===== src/rtl/stalta_pkg.sv =====
// Shared types, constants and control bundles for the STA/LTA event detector.
package stalta_pkg;

  // Sample and window geometry
  localparam int SampleBits  = 16;
  localparam int ShortWindow = 2;
  localparam int LongWindow  = 5;
  localparam int FracBits    = 12;
  localparam int QuotBits    = 14;  // integer part (ratio <= 2.5) plus fraction
  localparam int CountBits   = 24;
  localparam int TimeBits    = 48;
  localparam int SqBits      = 31;  // largest square is 2**30
  localparam int ShortBits   = 32;
  localparam int LongBits    = 33;
  localparam int RemBits     = 36;  // shifted remainder stays below 4 * long_sum * 2
  localparam int DivBits     = 35;  // 4 * long_sum
  localparam int StepBits    = 4;
  localparam int SelBits     = 3;

  localparam logic [CountBits-1:0] CountMax = '1;

  // Configuration register indexes
  localparam int CfgIdxBits  = 1;
  localparam int CfgDataBits = 24;
  localparam logic [CfgIdxBits-1:0] RegThreshold = 1'b0;
  localparam logic [CfgIdxBits-1:0] RegTimeStep  = 1'b1;

  localparam logic [15:0] ThresholdReset = 16'd8192;
  localparam logic [23:0] TimeStepReset  = 24'd1;

  // Input request
  typedef struct packed {
    logic signed [SampleBits-1:0] sample;
    logic                         record_start;
  } sta_in_t;

  // Result
  typedef struct packed {
    logic [CountBits-1:0] sample_index;
    logic [TimeBits-1:0]  event_time;
    logic [ShortBits-1:0] short_sum;
    logic [LongBits-1:0]  long_sum;
    logic [QuotBits-1:0]  power_ratio;
    logic                 event_flag;
    logic                 zero_power;
  } sta_out_t;

  // Controller to datapath commands
  typedef struct packed {
    logic               load;       // take a sample, shift window, update count
    logic               sq_en;      // square the selected window entry
    logic [SelBits-1:0] sq_sel;
    logic               acc_en;     // add last square to the long sum
    logic               acc_short;  // ... and to the short sum
    logic               div_init;
    logic               div_step;
    logic               out_load;
  } ctl_cmd_t;

  // Datapath to controller status
  typedef struct packed {
    logic has_result;  // accepted sample completes a full long window
    logic zero_power;  // long sum is zero
  } dp_status_t;

endpackage


===== src/rtl/sta_lta_event_detector_core.sv =====
// Top level of the STA/LTA event detector: controller plus datapath.
//
// Usage:
//   Input channel (in_valid_i / in_ready_o / in_req_i) takes one signed sample
//   and a record_start mark per request. Result channel (out_valid_o /
//   out_ready_i / out_rsp_o) returns one result per sample from the fifth
//   sample of a record on; earlier samples only fill the window.
//   Configuration: cfg_we_i writes cfg_data_i into register cfg_idx_i
//   (0 threshold, 1 time step) at once; write only while the block is idle.
// Timing:
//   A sample without a result leaves the block idle, ready for the next sample.
//   A sample with a result is accepted, then the five window entries are squared
//   through one shared multiplier, the divider is set up, the bit-serial ratio
//   divider runs and the output register is loaded, which raises out_valid_o.
//   With zero long power the divider is skipped.
//   in_ready_o returns high the cycle after the result is loaded.
// Reset clears the sample count, state machine and output valid, and loads
// threshold 8192 and time step 1. A stalled receiver holds the result in the
// output register; the block accepts the next sample meanwhile and waits for
// the register to free before loading the next result.
module sta_lta_event_detector_core import stalta_pkg::*; (
  input  logic                   clk_i,
  input  logic                   rst_ni,
  input  logic                   cfg_we_i,
  input  logic [CfgIdxBits-1:0]  cfg_idx_i,
  input  logic [CfgDataBits-1:0] cfg_data_i,
  input  logic                   in_valid_i,
  output logic                   in_ready_o,
  input  sta_in_t                in_req_i,
  output logic                   out_valid_o,
  input  logic                   out_ready_i,
  output sta_out_t               out_rsp_o
);

  ctl_cmd_t   cmd;
  dp_status_t status;

  stalta_ctrl u_ctrl (
    .clk_i       (clk_i),
    .rst_ni      (rst_ni),
    .in_valid_i  (in_valid_i),
    .in_ready_o  (in_ready_o),
    .out_valid_o (out_valid_o),
    .out_ready_i (out_ready_i),
    .status_i    (status),
    .cmd_o       (cmd)
  );

  stalta_dp u_dp (
    .clk_i      (clk_i),
    .rst_ni     (rst_ni),
    .cfg_we_i   (cfg_we_i),
    .cfg_idx_i  (cfg_idx_i),
    .cfg_data_i (cfg_data_i),
    .in_req_i   (in_req_i),
    .cmd_i      (cmd),
    .status_o   (status),
    .out_rsp_o  (out_rsp_o)
  );

endmodule


===== src/rtl/stalta_dp.sv =====
// Datapath: sample window, square/accumulate unit, restoring divider, output register.
module stalta_dp import stalta_pkg::*; (
  input  logic                   clk_i,
  input  logic                   rst_ni,
  input  logic                   cfg_we_i,
  input  logic [CfgIdxBits-1:0]  cfg_idx_i,
  input  logic [CfgDataBits-1:0] cfg_data_i,
  input  sta_in_t                in_req_i,
  input  ctl_cmd_t               cmd_i,
  output dp_status_t             status_o,
  output sta_out_t               out_rsp_o
);

  logic [15:0]                 thr_q;
  logic [23:0]                 tstep_q;
  logic [SampleBits-1:0]       win_q [LongWindow];
  logic [CountBits-1:0]        count_q, count_d;
  logic [CountBits-1:0]        idx_q, idx_d;
  logic [SqBits-1:0]           sq_q;
  logic [ShortBits-1:0]        short_q;
  logic [LongBits-1:0]         long_q;
  logic [RemBits-1:0]          rem_q;
  logic [DivBits-1:0]          dd_q;
  logic [QuotBits-1:0]         quot_q;
  logic [TimeBits-1:0]         etime_q;
  sta_out_t                    out_q;

  logic [SampleBits-1:0]       sq_in;
  logic [SampleBits:0]         sq_ext;
  logic [SampleBits:0]         sq_mag;
  logic [2*SampleBits+1:0]     sq_full;
  logic [RemBits:0]            div_diff;
  logic                        div_ge;
  logic                        zero_pw;
  logic                        ev;

  // Configuration registers
  always_ff @(posedge clk_i or negedge rst_ni) begin
    if (!rst_ni) begin
      thr_q   <= ThresholdReset;
      tstep_q <= TimeStepReset;
    end else if (cfg_we_i) begin
      unique case (cfg_idx_i)
        RegThreshold: thr_q   <= cfg_data_i[15:0];
        RegTimeStep:  tstep_q <= cfg_data_i[23:0];
        default:      thr_q   <= thr_q;
      endcase
    end
  end

  // Record position: record_start restarts the count before this sample
  always_comb begin
    idx_d   = in_req_i.record_start ? '0 : count_q;
    count_d = (idx_d < CountMax) ? idx_d + 1'b1 : idx_d;
  end

  assign zero_pw  = (long_q == '0);
  assign status_o = '{has_result: (idx_d >= CountBits'(LongWindow - 1)),
                      zero_power: zero_pw};

  always_ff @(posedge clk_i or negedge rst_ni) begin
    if (!rst_ni) begin
      count_q <= '0;
    end else if (cmd_i.load) begin
      count_q <= count_d;
    end
  end

  // Sample window, newest at entry 0
  always_ff @(posedge clk_i) begin
    if (cmd_i.load) begin
      win_q[0] <= in_req_i.sample;
      for (int i = 1; i < LongWindow; i++) begin
        win_q[i] <= win_q[i-1];
      end
      idx_q <= idx_d;
    end
  end

  // Magnitude square of one window entry per cycle
  always_comb begin
    sq_in   = (cmd_i.sq_sel < SelBits'(LongWindow)) ? win_q[cmd_i.sq_sel] : '0;
    sq_ext  = {sq_in[SampleBits-1], sq_in};
    sq_mag  = sq_in[SampleBits-1] ? (~sq_ext + 1'b1) : sq_ext;
    sq_full = sq_mag * sq_mag;
  end

  always_ff @(posedge clk_i) begin
    if (cmd_i.sq_en) begin
      sq_q <= sq_full[SqBits-1:0];
    end
  end

  // Window sums
  always_ff @(posedge clk_i) begin
    if (cmd_i.load) begin
      short_q <= '0;
      long_q  <= '0;
    end else if (cmd_i.acc_en) begin
      long_q <= long_q + LongBits'(sq_q);
      if (cmd_i.acc_short) begin
        short_q <= short_q + ShortBits'(sq_q);
      end
    end
  end

  // Restoring divider: (5 * short) / (2 * long), one quotient bit a cycle.
  // Divisor is doubled so the first step yields the integer bit of weight 2.
  always_comb begin
    div_diff = {1'b0, rem_q} - (RemBits+1)'(dd_q);
    div_ge   = !div_diff[RemBits];
  end

  always_ff @(posedge clk_i) begin
    if (cmd_i.div_init) begin
      rem_q   <= RemBits'({short_q, 2'b00}) + RemBits'(short_q);
      dd_q    <= {long_q, 2'b00};
      quot_q  <= '0;
      etime_q <= TimeBits'(idx_q) * TimeBits'(tstep_q);
    end else if (cmd_i.div_step) begin
      rem_q  <= {(div_ge ? div_diff[RemBits-2:0] : rem_q[RemBits-2:0]), 1'b0};
      quot_q <= {quot_q[QuotBits-2:0], div_ge};
    end
  end

  // Exact threshold test: ratio above threshold, or equal with a remainder left
  assign ev = !zero_pw &&
              ((16'(quot_q) > thr_q) || ((16'(quot_q) == thr_q) && (rem_q != '0)));

  // Output register
  always_ff @(posedge clk_i) begin
    if (cmd_i.out_load) begin
      out_q.sample_index <= idx_q;
      out_q.event_time   <= etime_q;
      out_q.short_sum    <= short_q;
      out_q.long_sum     <= long_q;
      out_q.power_ratio  <= zero_pw ? '0 : quot_q;
      out_q.event_flag   <= ev;
      out_q.zero_power   <= zero_pw;
    end
  end

  assign out_rsp_o = out_q;

  // The remainder never reaches twice the divisor while dividing
  a_rem_bound: assert property (@(posedge clk_i) disable iff (!rst_ni)
    cmd_i.div_step |-> ({1'b0, rem_q} < {dd_q, 1'b0}))
    else $error("divider remainder out of range");

  // The short window sum never exceeds the long window sum
  a_short_le_long: assert property (@(posedge clk_i) disable iff (!rst_ni)
    cmd_i.out_load |-> (LongBits'(short_q) <= long_q))
    else $error("short sum exceeds long sum");

endmodule


===== src/rtl/stalta_ctrl.sv =====
// Controller: sequences load, square/accumulate, divide and result hand-off.
module stalta_ctrl import stalta_pkg::*; (
  input  logic       clk_i,
  input  logic       rst_ni,
  input  logic       in_valid_i,
  output logic       in_ready_o,
  output logic       out_valid_o,
  input  logic       out_ready_i,
  input  dp_status_t status_i,
  output ctl_cmd_t   cmd_o
);

  typedef enum logic [4:0] {
    S_IDLE   = 5'b00001,
    S_SQUARE = 5'b00010,
    S_SETUP  = 5'b00100,
    S_DIV    = 5'b01000,
    S_FINISH = 5'b10000
  } state_e;

  state_e              state_q, state_d;
  logic [StepBits-1:0] step_q, step_d;
  logic                out_valid_q, out_valid_d;

  // Next state and commands
  always_comb begin
    state_d    = state_q;
    step_d     = step_q;
    cmd_o      = '0;
    in_ready_o = 1'b0;
    unique case (state_q)
      S_IDLE: begin
        in_ready_o = 1'b1;
        if (in_valid_i) begin
          cmd_o.load = 1'b1;
          step_d     = '0;
          if (status_i.has_result) state_d = S_SQUARE;
        end
      end
      S_SQUARE: begin
        cmd_o.sq_en     = (step_q < StepBits'(LongWindow));
        cmd_o.sq_sel    = step_q[SelBits-1:0];
        cmd_o.acc_en    = (step_q != '0);
        cmd_o.acc_short = (step_q <= StepBits'(ShortWindow));
        step_d          = step_q + 1'b1;
        if (step_q == StepBits'(LongWindow)) state_d = S_SETUP;
      end
      S_SETUP: begin
        cmd_o.div_init = 1'b1;
        step_d         = '0;
        state_d        = status_i.zero_power ? S_FINISH : S_DIV;
      end
      S_DIV: begin
        cmd_o.div_step = 1'b1;
        step_d         = step_q + 1'b1;
        if (step_q == StepBits'(QuotBits - 1)) state_d = S_FINISH;
      end
      S_FINISH: begin
        if (!out_valid_q || out_ready_i) begin
          cmd_o.out_load = 1'b1;
          state_d        = S_IDLE;
        end
      end
      default: state_d = S_IDLE;
    endcase
  end

  // Output valid: set on load, cleared when the result request is taken
  always_comb begin
    if (cmd_o.out_load)   out_valid_d = 1'b1;
    else if (out_ready_i) out_valid_d = 1'b0;
    else                  out_valid_d = out_valid_q;
  end

  always_ff @(posedge clk_i or negedge rst_ni) begin
    if (!rst_ni) begin
      state_q     <= S_IDLE;
      step_q      <= '0;
      out_valid_q <= 1'b0;
    end else begin
      state_q     <= state_d;
      step_q      <= step_d;
      out_valid_q <= out_valid_d;
    end
  end

  assign out_valid_o = out_valid_q;

  // A pending result is never overwritten
  a_no_overwrite: assert property (@(posedge clk_i) disable iff (!rst_ni)
    cmd_o.out_load |-> (!out_valid_q || out_ready_i))
    else $error("output register overwritten");

  // A sample that completes no window leaves the block idle
  a_no_result_idle: assert property (@(posedge clk_i) disable iff (!rst_ni)
    (in_valid_i && in_ready_o && !status_i.has_result) |=> (state_q == S_IDLE))
    else $error("work started for a sample without result");

  // The divider runs exactly one step per quotient bit
  a_div_steps: assert property (@(posedge clk_i) disable iff (!rst_ni)
    (state_q == S_DIV) |-> (step_q < StepBits'(QuotBits)))
    else $error("divider step count overrun");

endmodule

===== config.mk =====
export PLATFORM = sky130hd
export DESIGN_NAME = sta_lta_event_detector_core
export DESIGN_NICKNAME = d
export VERILOG_FILES = /design/src/rtl/stalta_pkg.sv /design/src/rtl/sta_lta_event_detector_core.sv /design/src/rtl/stalta_dp.sv /design/src/rtl/stalta_ctrl.sv
export SDC_FILE = /design/constraint.sdc
export NUM_CORES = 2
export LEC_CHECK = 0
export BUFFER_PORTS_ARGS = -buffer_cell sky130_fd_sc_hd__buf_2
export CORE_ASPECT_RATIO = 2
export CORE_MARGIN = 5
export CORE_UTILIZATION = 58
export DETAILED_ROUTE_END_ITERATION = 7
export PLACE_DENSITY = 0.78
export REMOVE_ABC_BUFFERS = 1
export SYNTH_ARGS = -nofsm -noshare
export SYNTH_HDL_FRONTEND = slang
export SYNTH_SLANG_ARGS = --single-unit

===== constraint.sdc =====
create_clock -name clk_i -period 8.9 [get_ports clk_i]
set_input_delay 0.445 -clock clk_i [delete_from_list [all_inputs] [get_ports clk_i]]
set_output_delay 0.445 -clock clk_i [all_outputs]
set_load 0.02 [all_outputs]

-- Word-level counts from Yosys, hierarchy flattened
Memory sizes are Yosys's and may differ from the RTL's.
Index checks and enable logic that the tools add are counted.
- bits in registers: 478
- output and inout bits: 155
- memories kept: 1
- RAM bits: 80
- bits of input ports: 47
- memories (memory ; words ; width ; rd ports ; clocked after memory_dff ; write ports ; RTL line ; text):
    u_dp.win_q ; 5 ; 16 ; 5 ; 0 ; 5 ; stalta_dp.sv:16 ; logic [SampleBits-1:0] win_q [LongWindow];
- eq/ne operators: 13
- $lt $le $gt $ge: 6
- add/subtract/negate cells: 7
- reductions and logical operators: 19
- multiply operators: 2
- bitwise logic cells: 2
- multiplexer cells: 28
- operators with widths (kind ; number):
    36-bit 2-to-1 mux ; 2
    24-bit by 24-bit multiplier with 48-bit output ; 1
    24-bit 2-to-1 mux ; 2
    36-bit by 35-bit subtractor with 37-bit output ; 1
    36-bit nonzero test ; 1
    34-bit by 32-bit adder with 35-bit output ; 1
    35-bit 2-to-1 mux ; 1
    33-bit by 31-bit adder with 33-bit output ; 1
    33-bit logical NOT ; 1
    32-bit by 31-bit adder with 32-bit output ; 1
    17-bit by 17-bit multiplier with 31-bit output ; 1
    5-bit 2-to-1 mux ; 6
    5-bit one-hot mux with 5 select lines ; 1
    24-bit by 1-bit adder with 24-bit output (second input constant) ; 1
    24-bit by 3-bit greater-or-equal comparator with 1-bit output (second input constant) ; 1
    24-bit < comparator (second input constant) ; 1
    17-bit by 1-bit adder with 17-bit output (second input constant) ; 1
    17-bit 2-to-1 mux ; 1
    17-bit NOT ; 1
    14-bit by 16-bit == test with 1-bit output ; 1
    14-bit by 16-bit greater-than comparator with 1-bit output ; 1
    16-bit 2-to-1 mux ; 1
    4-bit one-hot mux with 3 select lines ; 1
    1-bit 2-to-1 mux ; 11
    25 further kinds ; 36

-- Logic depth before layout (Yosys ltp)
- word-level depth: 8
- mapped depth: 39
- gate-level depth less buffers: 35

-- Modules after synthesis
A second synthesis with hierarchy kept.
- cell total of the unflattened synthesis: 5058
- area, all modules: 52043.7 µm²
- modules (own cells, without submodules) (module ; instances ; area each (µm²) ; cells each):
    stalta_dp ; 1 ; 51330.5 ; 4974
    stalta_ctrl ; 1 ; 713.2 ; 84

-- Least setup slack after synthesis
Ideal clock, no wire load.
- path kind: reg-to-reg
- start: register u_ctrl.step_q[0]
- end: register u_dp.sq_q[30], data pin
- library setup time: 0.268 ns
- stages on the path, launching flop included: 38
- slack: 0.520 ns
- data required time: 8.632 ns
- buffers on the path: 4
- period minus slack after synthesis: 8.380 ns
- arrival: 8.112 ns
- path through: dfrtp_1 -> buf_6 -> buf_2 -> mux2i_1 -> a21oi_1 -> o221ai_1 -> nand2_1 -> inv_1 -> ha_1 -> nand3_1 -> nor4_1 -> and2_1 -> buf_6 -> nor2_1 -> xor2_1 -> buf_2 -> nand2_1 -> fa_1 -> (+2 left out) -> inv_1 -> fa_1 -> inv_1 -> fa_1 -> fa_1 -> inv_1 -> fa_1 -> inv_1 -> ha_1 -> a21oi_1 -> nor2b_1 -> nor4_1 -> nand3_1 -> a311oi_1 -> or2_2 -> a21oi_1 -> a21oi_1 -> xnor3_1
- longest elaborated chain between the ends: 7
- ends and longest elaborated chain (item ; RTL line ; text):
    from (decl) ; stalta_ctrl.sv:22 ; logic [StepBits-1:0] step_q, step_d;
    from (signal assigned) ; stalta_ctrl.sv:82 ; step_q <= step_d;
    6-bit 2-to-1 mux (*) ; stalta_ctrl.sv:31 ; unique case (state_q)
    3-bit < comparator / memory read 5 x 16 bit (equally long branches) ; -- ;
    16-bit 2-to-1 mux (*) ; stalta_dp.sv:82 ; sq_in = (cmd_i.sq_sel < SelBits'(LongWindow)) ? win_q[cmd_i.sq_sel] : '0;
    17-bit NOT ; stalta_dp.sv:84 ; sq_mag = sq_in[SampleBits-1] ? (~sq_ext + 1'b1) : sq_ext;
    17-bit by 1-bit adder with 17-bit output ; stalta_dp.sv:84 ;
    17-bit 2-to-1 mux (*) ; stalta_dp.sv:84 ;
    17-bit by 17-bit multiplier with 31-bit output (*) ; stalta_dp.sv:85 ; sq_full = sq_mag * sq_mag;
    via u_dp.sq_full[30] ; stalta_dp.sv:31 ; logic [2*SampleBits+1:0] sq_full;
    to (signal assigned) ; stalta_dp.sv:90 ; sq_q <= sq_full[SqBits-1:0];
    to (decl) ; stalta_dp.sv:19 ; logic [SqBits-1:0] sq_q;
The timed path passes the listed nets; every way through them passes the cells marked *.
A chain may end at the register's enable or synchronous reset.

-- Worst setup path in the final report
- start: register u_ctrl.state_q[2]
- end: register u_dp.sq_q[29], data pin
- longest elaborated chain between the ends: 8
- ends and longest elaborated chain (item ; RTL line ; text):
    from (decl) ; stalta_ctrl.sv:21 ; state_e state_q, state_d;
    from (signal assigned) ; stalta_ctrl.sv:81 ; state_q <= state_d;
    5-bit by 2-bit == test with 1-bit output (*) ; stalta_ctrl.sv:31 ;
    6-bit 2-to-1 mux (*) ; stalta_ctrl.sv:31 ;
    3-bit < comparator / memory read 5 x 16 bit (equally long branches) ; -- ;
    16-bit 2-to-1 mux (*) ; stalta_dp.sv:82 ;
    17-bit NOT ; stalta_dp.sv:84 ;
    17-bit by 1-bit adder with 17-bit output ; stalta_dp.sv:84 ;
    17-bit 2-to-1 mux (*) ; stalta_dp.sv:84 ;
    17-bit by 17-bit multiplier with 31-bit output (*) ; stalta_dp.sv:85 ;
    via u_dp.sq_full[29] ; stalta_dp.sv:31 ;
Marked as above.

==> results.py <==
metrics = {
    "final_layout": {
        "layout.nets": 6600,
        "fillers": 7136,
        "drive_above_1_share_pct": 9.91,
        "layout.cells.most_common_list": "inv_1, nand2_1, fa_1, ha_1, edfxtp_1",
        "layout-area-overhead-vs-synth_pct": 9.61,
        "layout_commonest_cell": "inv_1",
    },
    "floorplan": {
        "die_w_um": 223,
        "fp.coreArea_um2": 90200,
        "dieArea_um2": 97100,
        "start_util_pct": 58.3,
        "io_pins": 202,
        "die_h_um": 436,
        "num_rows": 156,
    },
    "detailed_routing": {
        "vias": 39400,
        "routed_wl_mm": 147,
        "drt_pass1_iterations": 8,
        "drcViolationCount": 0,
        "drtIter0Drc": 2389,
        "vias_per_cell": 5.88,
        "drtAntennaViolNets": 0,
        "avgRoutedWirePerCell_um": 21.9,
    },
    "sta": {
        "period_share_pct": 95.7,
        "setup_tns_ns": 0,
        "report.final.slew_viol_count": 0,
        "skew_ns": 0.0218,
        "fin_ws_ns": 0.381,
        "hold_viol_final": 0,
        "worst_slew_pin_slew_ns": 1.26,
        "max_freq_ghz": 0.117,
        "finalSetupViolCount": 0,
        "relSlewSlack_pct": 15.6,
        "fin_crit_ns": 8.52,
    },
    "logic_synthesis": {
        "synth_seq_cells": 557,
        "synthDistinctLibCells": 95,
        "synth_top_cell_by_area": "fa_1",
        "synthFlopType": "edfxtp_1",
        "synth_cells": 5208,
        "synth_area_per_cell_um2": 10.1,
        "synth-async-reset-ratio_pct": 13.3,
        "syn_area_um2": 52600,
        "yosys_warnings": 0,
        "synth_area_leaders": "fa_1, edfxtp_1, ha_1",
        "ys_seq_area_share_pct": 29.6,
        "yosysTopAreaCellShare_pct": 25.7,
        "synth_edf_count": 404,
    },
    "critical_path": {
        "required_ns": 9.30,
        "path_max_fanout": 12,
        "cp_top_family": "adder cells",
        "crit_top_cell": "fa_1",
        "slowest_stage": "fa_1",
        "critPathLaunchType": "flop",
        "crit_path_max_incr_delay_ns": 0.55,
        "critical_path_arrival_ns": 8.91,
        "crit_type": "flop to flop",
        "crit_buf_inv": 8,
        "endpoint_kind": "flop",
    },
    "placed_design": {
        "place_ws_ns": -0.115,
        "portBuffers": 201,
        "dpl.hpwl_mm": 118,
        "routabilityCongestion": 0.979,
    },
    "cts": {
        "htreeDepth": 2,
        "clkTransAtPathRegs_ns": 0.07,
        "cts.sinks": 557,
        "cts_made_buffers": 51,
        "cts_tree": "built",
        "clk-insertion-delay-late_ns": 0.66,
        "cts_buffer_depth": 3,
        "cts_root_buffer": "clkbuf_16",
    },
    "grt": {
        "antenna_found_initial": 7,
        "grt_max_degree": 146,
        "grt_first_pass_wirelength_mm": 230,
        "grt_overflow": 0,
        "grt_pass1_vias": 43400,
        "track_usage_pct": 30.4,
    },
    "worst_hold_path": {
        "hold_path.class": "input port to flop",
    },
    "run_status": {
        "status": "finished, final reports clean",
    },
    "flow_run": {
        "max_cap_viol_count": 0,
    },
}
[registers in the layout, indices dropped and copies added, names as in the netlist]
register	flops
u_dp.win_q	80
u_dp.out_rsp_o	153
u_dp.sq_q	30
u_ctrl.step_q	4
u_dp.quot_q	14
u_dp.count_q	24
u_dp.idx_q	24
u_dp.thr_q	16
u_dp.rem_q	36
u_dp.etime_q	48
u_dp.long_q	33
u_ctrl.out_valid_o	1
u_dp.short_q	32
u_ctrl.state_q	5
u_dp.dd_q	33
u_dp.tstep_q	24
[final timing paths]
kind | from | endpoint | slack (ns) | cells after the start
worst max-delay path | u_ctrl.state_q[2]$_DFFE_PN0P_ | u_dp.sq_q[29]$_DFFE_PP_ | 0.38 | 32
worst min-delay path | cfg_data_i[19] | u_dp.tstep_q[19]$_DFFE_PN0P_ | 0.04 | 2
worst max register to register | u_ctrl.state_q[2]$_DFFE_PN0P_ | u_dp.sq_q[29]$_DFFE_PP_ | 0.38 | 32
worst min register to register | u_dp.etime_q[16]$_DFFE_PP_ | u_dp.out_rsp_o[97]$_DFFE_PP_ | 0.42 | 0
max in group asynchronous | rst_ni | u_ctrl.state_q[3]$_DFFE_PN0P_ | 7.41 | 3
min in group asynchronous | rst_ni | u_dp.tstep_q[17]$_DFFE_PN0P_ | 0.20 | 2
[per-layer routing]
metal,GRT usage [%],routed length (µm),vias up
met5,0,13,-
met4,25.9,16200,2
met3,4.33,8210,810
met2,57.1,78400,1702
met1,28.3,44000,19400
li1,-,-,17400
[synth_stat cells, types with 39 or more instances]
master and instances:
xnor2_1 126, dfxtp_1 79, inv_1 855, a21oi_1 240, nor3_1 49, edfxtp_1 404
nand3_1 60, o21ai_0 147, a31oi_1 39, nor2_1 186, a21o_1 79, clkbuf_1 149
nor2b_1 60, ha_1 412, dfrtp_1 71, fa_1 675, nand2_1 717, xor2_1 74
and2_1 245
[kinds of logic (layout without fill, tap and decap cells)]
family | count (synthesis) | count (layout) | share of synthesized area, %
and+or+nand+nor | 1494 | 1494 | 13.4
adders and majority gates | 1087 | 1087 | 35.5
muxes | 53 | 53 | 1.08
DFF | 557 | 557 | 29.6
buffers and inverters | 1050 | 1319 | 7.68
xor gates and xnor gates | 203 | 203 | 3.46
other | 2 | 38 | 0.0143
AOI/OAI and AO/OA | 762 | 762 | 9.27
[through the flow]
step	hold WS, ns	cells	cell area (µm²)	util (%)
after floorplan	0.149	5051	51900	-
after global placement	0.288	6572	55500	61.6
after detailed placement	0.290	6572	55500	61.6
after CTS	0.00253	6685	57400	63.7
after global routing	0.0258	6695	57600	63.9
final	0.0358	6698	57600	63.9
[area by class of cell]
type                       count  area [µm²]  share of cell area [%]
timing repair buffer         362        2330                    4.05
clock inverter                38         345                   0.599
clock buffer                  57        1340                    2.33
multi-input combinational   3632       33300                    57.8
inverter                     862        3250                    5.63
tap                         1185        1480                    2.57
sequential                   557       15600                    27.0
antenna                        5        12.5                  0.0217
[repair_timing]
item | CTS | global route
cloned | 0 | 0
pin swaps | 0 | 13
setup buffers | 0 | 8
setup endpoints to repair | 4 | 10
gates resized for setup | 1 | 36
hold buffers | 18 | 0
hold endpoints to repair | 26 | 0
Power is left out: the tool's default activity adds up to more than one toggle a clock period on the data nets, which glitch-free logic cannot reach.
